--- src/sv/tspmt_pkg.sv ---
// Shared types and constants of the PMT section generator.
package tspmt_pkg;

  localparam int BYTE_W    = 8;
  localparam int VER_W     = 5;
  localparam int DLEN_W    = 10;
  localparam int CFG_IDX_W = 3;
  localparam int CFG_DAT_W = 10;
  localparam int CRC_W     = 32;
  localparam int IDX_W     = 5;

  localparam int HDR_LEN = 18;
  localparam int CRC_LEN = 4;

  localparam logic [CRC_W-1:0] CRC_INIT = 32'hFFFF_FFFF;
  localparam logic [CRC_W-1:0] CRC_POLY = 32'h04C1_1DB7;

  typedef enum logic {
    ACT_START = 1'b0,
    ACT_DESC  = 1'b1
  } action_t;

  typedef enum logic [CFG_IDX_W-1:0] {
    REG_ES_TYPE     = 3'd0,
    REG_VERSION     = 3'd1,
    REG_CUR_NEXT    = 3'd2,
    REG_DESC_LEN    = 3'd3,
    REG_PID_LOW     = 3'd4
  } cfg_reg_t;

  typedef struct packed {
    logic [BYTE_W-1:0] es_type;
    logic [VER_W-1:0]  version;
    logic              cur_next;
    logic [DLEN_W-1:0] desc_len;
    logic [BYTE_W-1:0] pid_low;
  } cfg_t;

  typedef struct packed {
    logic              valid;
    logic [BYTE_W-1:0] out_byte;
    logic              section_end;
    logic              run_last;
    logic              stray_error;
  } res_t;

endpackage

--- src/sv/tspmt_in_if.sv ---
// Input word channel: action and descriptor byte.
interface tspmt_in_if;
  logic                          valid;
  logic                          ready;
  logic                          action;
  logic [tspmt_pkg::BYTE_W-1:0]  descriptor_byte;

  modport source (output valid, action, descriptor_byte, input ready);
  modport sink   (input valid, action, descriptor_byte, output ready);
endinterface

--- src/sv/tspmt_out_if.sv ---
// Result word channel: section byte and flags.
interface tspmt_out_if;
  logic                          valid;
  logic                          ready;
  logic [tspmt_pkg::BYTE_W-1:0]  out_byte;
  logic                          section_end;
  logic                          run_last;
  logic                          stray_error;

  modport source (output valid, out_byte, section_end, run_last, stray_error, input ready);
  modport sink   (input valid, out_byte, section_end, run_last, stray_error, output ready);
endinterface

--- src/sv/tspmt_cfg_if.sv ---
// Configuration write channel: register index and data.
interface tspmt_cfg_if;
  logic                            valid;
  logic                            ready;
  logic [tspmt_pkg::CFG_IDX_W-1:0] index;
  logic [tspmt_pkg::CFG_DAT_W-1:0] data;

  modport source (output valid, index, data, input ready);
  modport sink   (input valid, index, data, output ready);
endinterface

--- src/sv/tspmt_cfg.sv ---
// Configuration register bank of the PMT section generator.
module tspmt_cfg (
  input  logic              clk,
  input  logic              rst_n,
  tspmt_cfg_if.sink         cfg_ch,
  output tspmt_pkg::cfg_t   cfg
);
  import tspmt_pkg::*;

  cfg_t cfg_r;

  assign cfg_ch.ready = rst_n;
  assign cfg          = cfg_r;

  always_ff @(posedge clk) begin
    if (!rst_n) begin
      cfg_r.es_type     <= '0;
      cfg_r.version     <= '0;
      cfg_r.cur_next    <= 1'b1;
      cfg_r.desc_len    <= '0;
      cfg_r.pid_low     <= '0;
    end else if (cfg_ch.valid) begin
      // unknown indices fall through and are dropped
      unique case (cfg_ch.index)
        REG_ES_TYPE:     cfg_r.es_type     <= cfg_ch.data[BYTE_W-1:0];
        REG_VERSION:     cfg_r.version     <= cfg_ch.data[VER_W-1:0];
        REG_CUR_NEXT:    cfg_r.cur_next    <= cfg_ch.data[0];
        REG_DESC_LEN:    cfg_r.desc_len    <= cfg_ch.data[DLEN_W-1:0];
        REG_PID_LOW:     cfg_r.pid_low     <= cfg_ch.data[BYTE_W-1:0];
        default: ;
      endcase
    end
  end

endmodule

--- src/sv/tspmt_engine.sv ---
// Job register, section state and byte selection with byte-wide CRC update.
module tspmt_engine (
  input  logic              clk,
  input  logic              rst_n,
  input  tspmt_pkg::cfg_t   cfg,
  tspmt_in_if.sink          in_ch,
  input  logic              out_free,
  output tspmt_pkg::res_t   res
);
  import tspmt_pkg::*;

  function automatic logic [CRC_W-1:0] crc_byte(input logic [CRC_W-1:0] c,
                                                input logic [BYTE_W-1:0] b);
    logic [CRC_W-1:0] x;
    x = c ^ {b, {(CRC_W-BYTE_W){1'b0}}};
    for (int i = 0; i < BYTE_W; i++) begin
      x = x[CRC_W-1] ? ((x << 1) ^ CRC_POLY) : (x << 1);
    end
    return x;
  endfunction

  function automatic logic [BYTE_W-1:0] hdr_byte(input logic [IDX_W-1:0] idx,
                                                 input cfg_t c);
    logic [11:0]       slen;
    logic [BYTE_W-1:0] b;
    slen = 12'(HDR_LEN) + {2'b00, c.desc_len};
    case (idx)
      5'd1:    b = 8'h02;
      5'd2:    b = 8'hB0 | {4'h0, slen[11:8]};
      5'd3:    b = slen[7:0];
      5'd5:    b = 8'h01;
      5'd6:    b = 8'hC0 | {2'b00, c.version, c.cur_next};
      5'd9:    b = 8'hE0;
      5'd10:   b = c.pid_low;
      5'd11:   b = 8'hF0;
      5'd13:   b = c.es_type;
      5'd14:   b = 8'hE0;
      5'd15:   b = c.pid_low;
      5'd16:   b = 8'hF0 | {6'h00, c.desc_len[9:8]};
      5'd17:   b = c.desc_len[7:0];
      default: b = 8'h00;
    endcase
    return b;
  endfunction

  logic              job_valid_r;
  action_t           job_act_r;
  logic [BYTE_W-1:0] job_byte_r;
  logic [IDX_W-1:0]  idx_r;
  logic [CRC_W-1:0]  crc_r;
  logic [DLEN_W-1:0] rem_r;
  logic              open_r;

  logic              is_hdr, is_desc, is_stray;
  logic              crc_phase, job_last, step, in_acc;
  logic [IDX_W-1:0]  k_full;
  logic [1:0]        crc_k;
  logic [BYTE_W-1:0] crc_out, hdr_out, byte_out;

  assign is_hdr   = (job_act_r == ACT_START);
  assign is_desc  = !is_hdr && open_r;
  assign is_stray = !is_hdr && !open_r;

  assign crc_phase = is_hdr ? (idx_r >= 5'(HDR_LEN)) : (is_desc && idx_r != '0);
  assign k_full    = is_hdr ? (idx_r - 5'(HDR_LEN)) : (idx_r - 5'd1);
  assign crc_k     = k_full[1:0];

  always_comb begin
    case (crc_k)
      2'd0:    crc_out = crc_r[31:24];
      2'd1:    crc_out = crc_r[23:16];
      2'd2:    crc_out = crc_r[15:8];
      default: crc_out = crc_r[7:0];
    endcase
  end

  assign hdr_out = hdr_byte(idx_r, cfg);

  always_comb begin
    if (is_stray)       byte_out = '0;
    else if (crc_phase) byte_out = crc_out;
    else if (is_hdr)    byte_out = hdr_out;
    else                byte_out = job_byte_r;
  end

  // an empty descriptor list puts the CRC straight after the header
  always_comb begin
    if (is_hdr)
      job_last = (idx_r == 5'(HDR_LEN - 1) && cfg.desc_len != '0) ||
                 (idx_r == 5'(HDR_LEN + CRC_LEN - 1));
    else if (is_desc)
      job_last = (idx_r == '0 && rem_r != 10'd1) || (idx_r == 5'(CRC_LEN));
    else
      job_last = 1'b1;
  end

  assign step        = job_valid_r && out_free;
  assign in_ch.ready = rst_n && (!job_valid_r || (step && job_last));
  assign in_acc      = in_ch.valid && in_ch.ready;

  assign res.valid       = step;
  assign res.out_byte    = byte_out;
  assign res.section_end = crc_phase && (crc_k == 2'd3);
  assign res.run_last    = job_last;
  assign res.stray_error = is_stray;

  always_ff @(posedge clk) begin
    if (!rst_n) begin
      job_valid_r <= 1'b0;
      idx_r       <= '0;
      crc_r       <= CRC_INIT;
      rem_r       <= '0;
      open_r      <= 1'b0;
    end else begin
      if (in_acc) begin
        job_act_r  <= action_t'(in_ch.action);
        job_byte_r <= in_ch.descriptor_byte;
      end
      if (step && job_last) begin
        job_valid_r <= in_acc;
        idx_r       <= '0;
      end else if (step) begin
        idx_r <= idx_r + 5'd1;
      end else if (!job_valid_r) begin
        job_valid_r <= in_acc;
      end

      if (step) begin
        if (is_hdr && idx_r == '0) begin
          crc_r  <= CRC_INIT;
          open_r <= 1'b1;
          rem_r  <= cfg.desc_len;
        end else if (is_hdr && !crc_phase) begin
          crc_r <= crc_byte(crc_r, hdr_out);
        end else if (is_desc && idx_r == '0) begin
          crc_r <= crc_byte(crc_r, job_byte_r);
          rem_r <= rem_r - 10'd1;
        end
        // close the section on its last CRC byte
        if (res.section_end) begin
          open_r <= 1'b0;
          rem_r  <= '0;
        end
      end
    end
  end

  a_idx_bound: assert property (@(posedge clk) disable iff (!rst_n)
    job_valid_r |-> idx_r <= 5'(HDR_LEN + CRC_LEN - 1))
    else $error("byte index past end of job");

  a_close: assert property (@(posedge clk) disable iff (!rst_n)
    step && res.section_end |=> !open_r && rem_r == '0)
    else $error("section still open after final CRC byte");

  a_tail_count: assert property (@(posedge clk) disable iff (!rst_n)
    step && is_desc && crc_phase |-> rem_r == '0)
    else $error("CRC tail with descriptor bytes outstanding");

  a_advance: assert property (@(posedge clk) disable iff (!rst_n)
    step && !job_last |=> job_valid_r && idx_r == $past(idx_r) + 5'd1)
    else $error("job did not advance by one byte");

endmodule

--- src/sv/ts_pmt_section_generator.sv ---
// Top level of the PMT section generator: config bank, engine, output register.
//
//  channel | dir | payload                                       | accepted when
//  in_ch   | in  | action, descriptor_byte                       | valid & ready
//  out_ch  | out | out_byte, section_end, run_last, stray_error  | valid & ready
//  cfg_ch  | in  | index, data                                   | valid & ready
//
// One result word per cycle leaves the output register while out_ch.ready is high.
// A start word yields 18 words (22 with an empty descriptor list), a descriptor word
// 1 or 5, a stray word 1; in_ch.ready rises again as the engine forms the last of them,
// so the next input word is taken in that same cycle.
// Reset is synchronous: no section open, CRC preset, config at its defaults.
// A stall on out_ch holds the output register and freezes the engine.
module ts_pmt_section_generator (
  input  logic        clk,
  input  logic        rst_n,
  tspmt_in_if.sink    in_ch,
  tspmt_out_if.source out_ch,
  tspmt_cfg_if.sink   cfg_ch
);
  import tspmt_pkg::*;

  cfg_t              cfg;
  res_t              res;
  logic              out_free;
  logic              out_valid_r;
  logic [BYTE_W-1:0] out_byte_r;
  logic              section_end_r;
  logic              run_last_r;
  logic              stray_error_r;

  tspmt_cfg u_cfg (
    .clk    (clk),
    .rst_n  (rst_n),
    .cfg_ch (cfg_ch),
    .cfg    (cfg)
  );

  tspmt_engine u_engine (
    .clk      (clk),
    .rst_n    (rst_n),
    .cfg      (cfg),
    .in_ch    (in_ch),
    .out_free (out_free),
    .res      (res)
  );

  assign out_free = !out_valid_r || out_ch.ready;

  always_ff @(posedge clk) begin
    if (!rst_n) begin
      out_valid_r <= 1'b0;
    end else begin
      if (res.valid) begin
        out_valid_r   <= 1'b1;
        out_byte_r    <= res.out_byte;
        section_end_r <= res.section_end;
        run_last_r    <= res.run_last;
        stray_error_r <= res.stray_error;
      end else if (out_ch.ready) begin
        out_valid_r <= 1'b0;
      end
    end
  end

  assign out_ch.valid       = out_valid_r;
  assign out_ch.out_byte    = out_byte_r;
  assign out_ch.section_end = section_end_r;
  assign out_ch.run_last    = run_last_r;
  assign out_ch.stray_error = stray_error_r;

endmodule

--- src/flat_wrapper.sv ---
// flat-port wrapper written by rule: the top's interface ports become plain ports
module ts_pmt_section_generator_flat import tspmt_pkg::*;
  (clk, rst_n, in_ch_valid, in_ch_action, in_ch_descriptor_byte, in_ch_ready, out_ch_valid, out_ch_out_byte, out_ch_section_end, out_ch_run_last, out_ch_stray_error, out_ch_ready, cfg_ch_valid, cfg_ch_index, cfg_ch_data, cfg_ch_ready);
  tspmt_in_if in_ch_i ();
  tspmt_out_if out_ch_i ();
  tspmt_cfg_if cfg_ch_i ();
  input  logic clk;
  input  logic rst_n;
  input wire logic [$bits(in_ch_i.valid)-1:0] in_ch_valid;
  input wire logic [$bits(in_ch_i.action)-1:0] in_ch_action;
  input wire logic [$bits(in_ch_i.descriptor_byte)-1:0] in_ch_descriptor_byte;
  output wire logic [$bits(in_ch_i.ready)-1:0] in_ch_ready;
  output wire logic [$bits(out_ch_i.valid)-1:0] out_ch_valid;
  output wire logic [$bits(out_ch_i.out_byte)-1:0] out_ch_out_byte;
  output wire logic [$bits(out_ch_i.section_end)-1:0] out_ch_section_end;
  output wire logic [$bits(out_ch_i.run_last)-1:0] out_ch_run_last;
  output wire logic [$bits(out_ch_i.stray_error)-1:0] out_ch_stray_error;
  input wire logic [$bits(out_ch_i.ready)-1:0] out_ch_ready;
  input wire logic [$bits(cfg_ch_i.valid)-1:0] cfg_ch_valid;
  input wire logic [$bits(cfg_ch_i.index)-1:0] cfg_ch_index;
  input wire logic [$bits(cfg_ch_i.data)-1:0] cfg_ch_data;
  output wire logic [$bits(cfg_ch_i.ready)-1:0] cfg_ch_ready;
  assign in_ch_i.valid = in_ch_valid;
  assign in_ch_i.action = in_ch_action;
  assign in_ch_i.descriptor_byte = in_ch_descriptor_byte;
  assign in_ch_ready = in_ch_i.ready;
  assign out_ch_valid = out_ch_i.valid;
  assign out_ch_out_byte = out_ch_i.out_byte;
  assign out_ch_section_end = out_ch_i.section_end;
  assign out_ch_run_last = out_ch_i.run_last;
  assign out_ch_stray_error = out_ch_i.stray_error;
  assign out_ch_i.ready = out_ch_ready;
  assign cfg_ch_i.valid = cfg_ch_valid;
  assign cfg_ch_i.index = cfg_ch_index;
  assign cfg_ch_i.data = cfg_ch_data;
  assign cfg_ch_ready = cfg_ch_i.ready;
  ts_pmt_section_generator u_core (.clk(clk), .rst_n(rst_n), .in_ch(in_ch_i), .out_ch(out_ch_i), .cfg_ch(cfg_ch_i));
endmodule
--- config.mk ---
export PLATFORM = sky130hd
export DESIGN_NAME = ts_pmt_section_generator_flat
export DESIGN_NICKNAME = d
export VERILOG_FILES = /design/src/sv/tspmt_pkg.sv /design/src/sv/tspmt_in_if.sv /design/src/sv/tspmt_out_if.sv /design/src/sv/tspmt_cfg_if.sv /design/src/sv/tspmt_cfg.sv /design/src/sv/tspmt_engine.sv /design/src/sv/ts_pmt_section_generator.sv /design/src/flat_wrapper.sv
export SDC_FILE = /design/constraint.sdc
export NUM_CORES = 1
export LEC_CHECK = 0
export BUFFER_PORTS_ARGS = -buffer_cell sky130_fd_sc_hd__buf_2
export CORE_MARGIN = 5
export CORE_UTILIZATION = 50
export DETAILED_ROUTE_END_ITERATION = 10
export PLACE_DENSITY = 0.78
export SYNTH_ARGS = -nofsm -noshare
export SYNTH_HDL_FRONTEND = slang
export SYNTH_HIERARCHICAL = 1
export SYNTH_SLANG_ARGS = --single-unit
--- constraint.sdc ---
create_clock -name clk -period 8.7 [get_ports clk]
set_input_delay 1.305 -clock clk [delete_from_list [all_inputs] [get_ports clk]]
set_output_delay 1.305 -clock clk [all_outputs]
set_load 0.02 [all_outputs]
**Yosys cells after proc, flatten, opt, wreduce, memory -nomap -nowiden**

Cells that the tools add are included.

- $add $sub $neg: 5
- Magnitude comparators: 1
- Eq/ne operators: 25
- Multiplexer cells: 38
- Bitwise operators: 20
- Reduce and logical (&&, ||, !) cells: 43

Operators by type and width:

| kind | number |
|---|---|
| two-way mux 27 bit | 16 |
| NOT 14 bit | 16 |
| two-way mux 32 bit | 3 |
| one-hot mux 8 bit (11 select lines) | 1 |
| bitwise XOR 32 bit | 2 |
| two-way mux 10 bit | 4 |
| equality test 5 x 4 -> 1 bit (second input constant) | 6 |
| one-hot mux 8 bit (3 select lines) | 1 |
| AND reduction 2 bit | 9 |
| two-way mux 8 bit | 2 |
| equality test 5 x 3 -> 1 bit (second input constant) | 3 |
| equality test 5 bit (second input constant) | 3 |
| logical AND 1 bit | 13 |
| adder 5 x 10 -> 11 bit (first input constant) | 1 |
| equality test 5 x 2 -> 1 bit (second input constant) | 2 |
| two-way mux 1 bit | 10 |
| != test 10 x 1 -> 1 bit (second input constant) | 1 |
| nonzero test 10 bit | 1 |
| subtractor 10 x 1 -> 10 bit (second input constant) | 1 |
| equality test 3 x 2 -> 1 bit (second input constant) | 2 |
| nonzero test 3 bit | 2 |
| OR reduction 2 bit | 3 |
| adder 5 x 1 -> 5 bit (second input constant) | 1 |
| equality test 5 x 1 -> 1 bit (second input constant) | 1 |
| other kinds (19) | 28 |

- Register bits: 102
- Output and inout port bits: 14
- Logic and storage cells: 149

**Longest topological paths before layout**

- Depth in word-level cells: 22
- Depth in mapped cells: 15

**Hierarchy**

Netlist, hierarchy kept.

By module, submodules not included:

| module | instances | cells each | area an instance (um^2) |
|---|---|---|---|
| tspmt_engine | 1 | 631 | 5,236.3 |
| tspmt_cfg | 1 | 122 | 1,233.7 |
| ts_pmt_section_generator | 1 | 16 | 385.4 |

**Worst setup path before layout**

OpenSTA, ideal clock, no wires.

- Path type: reg-to-reg
- Start: register u_core.u_engine.idx_r[2]
- End: register u_core.u_engine.crc_r[26]
- Setup time: 133 ps
- Arrival: 3,347 ps
- Required time: 8,567 ps
- Path slack: 5,221 ps
- Stages on the path, launching flop included: 15
- Buffers on the path: 4
- Cells stage by stage: dfxtp_1 -> buf_2 -> buf_2 -> buf_2 -> and3_1 -> ha_1 -> or2_1 -> buf_2 -> a22o_1 -> a2111o_1 -> xor2_2 -> xnor3_1 -> a21oi_1 -> xor2_1 -> a21oi_1

- Word-level cells in the longest chain between the ends: 13
- Elaborated cells on any way between the ends: 40
- Classes of those cells: order compare: 1; eq/ne: 13; mux: 11; bitwise: 4; reduce/logical: 11

Ends and longest elaborated chain:

| what | RTL line | source |
|---|---|---|
| start, declared | tspmt_engine.sv:49 | `logic [IDX_W-1:0] idx_r;` |
| start signal, assigned | tspmt_engine.sv:123 | `idx_r <= idx_r + 5'd1;` |
| equality test 5 x 4 -> 1 bit | tspmt_engine.sv:27 | `case (idx)` |
| OR reduction 2 bit (no source line) | - |  |
| one-hot mux 8 bit (11 select lines) | tspmt_engine.sv:27 |  |
| bitwise XOR 32 bit | tspmt_engine.sv:15 | `x = c ^ {b, {(CRC_W-BYTE_W){1'b0}}};` |
| two-way mux 27 bit | tspmt_engine.sv:17 | `x = x[CRC_W-1] ? ((x << 1) ^ CRC_POLY) : (x << 1);` |
| NOT 14 bit (no source line) | - |  |
| two-way mux 27 bit (3 in a row) | tspmt_engine.sv:17 |  |
| NOT 14 bit (no source line) | - |  |
| two-way mux 27 bit | tspmt_engine.sv:17 |  |
| two-way mux 32 bit | tspmt_engine.sv:133 | `end else if (is_hdr && !crc_phase) begin` |
| two-way mux 32 bit | tspmt_engine.sv:129 | `if (is_hdr && idx_r == '0) begin` |
| end signal, assigned | tspmt_engine.sv:134 | `crc_r <= crc_byte(crc_r, hdr_out);` |
| end signal, assigned | tspmt_engine.sv:136 | `crc_r <= crc_byte(crc_r, job_byte_r);` |
| end, declared | tspmt_engine.sv:50 | `logic [CRC_W-1:0] crc_r;` |

Several ways; a longest one is shown, not always the timed one.
A chain may end at the register's enable or synchronous reset.

**Worst setup path after layout**

- Start: register u_core.u_engine.idx_r[0]
- End: register u_core.u_engine.crc_r[5]

- Word-level cells in the longest chain between the ends: 16
- Elaborated cells on any way between the ends: 44
- Classes of those cells: order compare: 1; eq/ne: 13; mux: 12; bitwise: 7; reduce/logical: 11

Ends and longest elaborated chain:

| what | RTL line |
|---|---|
| equality test 5 x 4 -> 1 bit | tspmt_engine.sv:27 |
| OR reduction 2 bit (no source line) | - |
| one-hot mux 8 bit (11 select lines) | tspmt_engine.sv:27 |
| bitwise XOR 32 bit | tspmt_engine.sv:15 |
| two-way mux 27 bit | tspmt_engine.sv:17 |
| NOT 14 bit (no source line) | - |
| two-way mux 27 bit | tspmt_engine.sv:17 |
| NOT 14 bit (no source line) | - |
| two-way mux 27 bit (2 in a row) | tspmt_engine.sv:17 |
| NOT 14 bit (no source line) | - |
| two-way mux 27 bit | tspmt_engine.sv:17 |
| NOT 14 bit (no source line) | - |
| two-way mux 27 bit | tspmt_engine.sv:17 |
| two-way mux 32 bit | tspmt_engine.sv:133 |
| two-way mux 32 bit | tspmt_engine.sv:129 |

Several ways; a longest one is shown, not always the timed one.

==> impl_metrics.toml <==
[clocking]
cts_hold_buffers = 0
worst_setup_hold_path_clk_slew_ns = 0.07
cts_sinks = 102
post_cts_buffers = 0
cts_max_level = 3
numCtsBuffers = 9
clock_tree.root_cell = "clkbuf_16"
cts_tree = "yes"
cts_buffer_depth = 2
worstSkewPairLatency_ns = 0.35
cts_resized = 0

[timing]
tns_ns = 0
hold_violations = 0
skew_ns = 0.00677
fmax_mhz = 229
tightestPinTransition_ns = 1.08
fin_crit_ns = 4.36
rsz0062_at_grt = "no"
slew_violations = 0
finalSetupViolCount = 0
timing.hold.ws_ns = 0.468
slew_headroom_pct = 27.8
period_share_pct = 50.1

[critical_path]
cp_num_buf_inv = 1
critPathKind = "reg2reg"
critPathSlowestCell = "and2_1"
crit_chain = "inv_1 > ha_1 > o41ai_1 > and2_1 > nor2_1 > nor2_1 > and3_1 > nand2_1 > o22ai_1 > a21oi_1"
regToRegEndpoint = "u_core/u_engine/crc_r[5]"
r2r_slack_ns = 4.34
crit_arrival_ns = 4.57
crit_fanout = 26
end_kind = "register"
r2r_start = "u_core/u_engine/idx_r[0]"
start_kind = "register"
rr_worst_depth = 10
cp.required_ns = 8.91
path_common_cell = "nor2_1"
critPathMaxStageDelay_ns = 0.83
cp_top_family = "simple AND/OR/NAND/NOR gates"

[floorplan]
start_util_pct = 51.4
core_area_um2 = 13300
ios = 41
die-area_um2 = 16200
die_h_um = 127
num_rows = 42
die-width_um = 127

[global_route]
grt_use_total_pct = 21.6
grt-ovfl-total = 0
grt_max_degree = 72
grt_pass1_vias = 5252
antenna_found_initial = 0
grt_pass1_wl_um = 27900

[yosys]
synth_seq_area_share_pct = 32.7
synth.distinct_cells = 77
syn-instance-count = 769
synthArstFlopShare_pct = 0
netlist_area_um2 = 6860
ys.flop_type = "dfxtp_1"
ys_warn_count = 6
syn-num-nets = 804
ys_ff_latch = 102
synth_edf_count = 20
syn_avg_cell_area_um2 = 8.91

[layout]
final-seq-area_um2 = 2240
mostFrequentLayoutCell = "nand2_1"
fillCellCount = 1239
area_delta_synth_final_pct = 7.21
fin_nets = 803
antennaDiodeCount = 0
layout-drive-gt1-share_pct = 10.9
layout_common_cells = "nand2_1 (104), dfxtp_1 (82), xnor2_1 (74)"
multi_input_area_um2 = 4310
fin_util_pct = 55.1

[min_path]
whs_path_depth = 2
hp-start = "u_core/u_cfg/cfg[31]"
whs_endpoint = "u_core/u_cfg/cfg[31]"
min_path_type = "reg2reg"

[route]
ant_nets = 0
firstDrtPassIters = 6
finalWirelength_um = 17400
drt_iter0_drc = 597
drc_errors = 0
vias_per_cell = 5.90
wl_per_cell_um = 18.4
vias = 5599

[power]
p_total_mw = 1.39
peakVddDrop_uv = 139
leakagePower_nw = 2.97
power.density_nw_per_um2 = 189

[run_status]
outcome = "completed"

[job]
cap_violations = 0

[place]
io_buffer_count = 40
gp_congestion = 0.907
place_hpwl_um = 12500
per-stage QoR:
stage          cells  instance area (µm²)  setup slack (ns)
2_1_floorplan    769                 6860              5.22
5_1_grt          949                 7350              3.99
4_1_cts          949                 7350              4.47
3_3_place_gp     933                 7040              4.68
3_5_place_dp     933                 7040              4.52
6_report         949                 7350              4.34
sequential cells by signal (all words and copies together), names as in the netlist:
signal,cells
u_core/out_ch.out_byte,8
u_core/out_ch.run_last,1
u_core/out_ch.section_end,1
u_core/out_ch.stray_error,1
u_core/out_ch.valid,1
u_core/u_cfg/cfg,32
u_core/u_engine/crc_r,32
u_core/u_engine/idx_r,5
u_core/u_engine/job_act_r,1
u_core/u_engine/job_byte_r,8
u_core/u_engine/job_valid_r,1
u_core/u_engine/open_r,1
u_core/u_engine/rem_r,10
cells by family after synthesis:
kind of cell / synth area share (%)
muxes: 6.00
AOI/OAI and AO/OA: 15.2
buffers and inverters: 4.38
and+or+nand+nor: 17.6
DFF: 32.7
xor gates and xnor gates: 22.7
adders and majority gates: 1.46
worst max-delay path by stage:
stage	start	endpoint	slack [ns]	depth (start not counted)
detailed placement	u_core/u_engine/idx_r[0]	u_core/u_engine/crc_r[12]	4.52	10
floorplan	u_core/u_engine/idx_r[2]	u_core/u_engine/crc_r[26]	5.22	14
CTS	u_core/u_engine/idx_r[0]	u_core/u_engine/crc_r[5]	4.47	10
global route	u_core/u_engine/idx_r[0]	u_core/u_engine/crc_r[6]	3.99	10
finish	u_core/u_engine/idx_r[0]	u_core/u_engine/crc_r[5]	4.34	10
global placement	u_core/u_engine/idx_r[0]	u_core/u_engine/crc_r[10]	4.68	10
per-layer routing:
metal	global-route usage [%]	share of wire [%]	wire length [µm]
met1	31.3	45	7920
met2	32.1	44	7650
met3	3.76	7.9	1380
met4	8.14	2.7	469
met5	0	0	0
worst register-to-register path, stage by stage, from the launching register on:
cell	delay, ns
dfxtp_1	0.45
inv_1	0.10
ha_1	0.33
o41ai_1	0.34
and2_1	0.83
nor2_1	0.11
nor2_1	0.64
and3_1	0.76
nand2_1	0.34
o22ai_1	0.23
a21oi_1	0.07
cell usage after synthesis (5+ instances only):
cell type | instances | share of area (%)
buf_4 | 5 | 0.55
clkbuf_1 | 32 | 1.8
dfxtp_1 | 82 | 24
nor3b_1 | 5 | 0.55
o21ai_0 | 40 | 2.9
xnor3_1 | 14 | 4.6
nand2_1 | 104 | 5.7
o22ai_1 | 13 | 1.2
mux2i_1 | 40 | 5.8
nor2_1 | 51 | 2.8
a31oi_1 | 6 | 0.55
inv_1 | 9 | 0.49
and2_1 | 6 | 0.55
o21ai_1 | 5 | 0.36
ha_1 | 8 | 1.5
buf_2 | 15 | 1.1
and4b_1 | 5 | 0.73
a21oi_1 | 65 | 4.7
nor2b_1 | 10 | 0.91
nor4_1 | 5 | 0.46
nor3_1 | 7 | 0.51
edfxtp_1 | 20 | 8.8
a211oi_1 | 9 | 0.99
xnor2_1 | 74 | 9.5
xor2_1 | 42 | 5.4
nand3_1 | 13 | 0.95
where the power goes:
| group | internal, mW | switching, mW | total, mW |
|---|---|---|---|
| logic | 0.205 | 0.236 | 0.441 |
| registers | 0.505 | 0.0315 | 0.537 |
| clock network | 0.239 | 0.175 | 0.413 |
| total | 0.949 | 0.442 | 1.39 |
cell type report:
type                    count  area share, %
multi-input cells         601           58.7
flip-flops and latches    102           30.5
clock buffers              11           3.44
repair buffers             43           3.03
well taps                 176           3.00
clock inverters             5          0.783
inverters                  11          0.562
No activity file was read; power rests on OpenSTA's default activity.
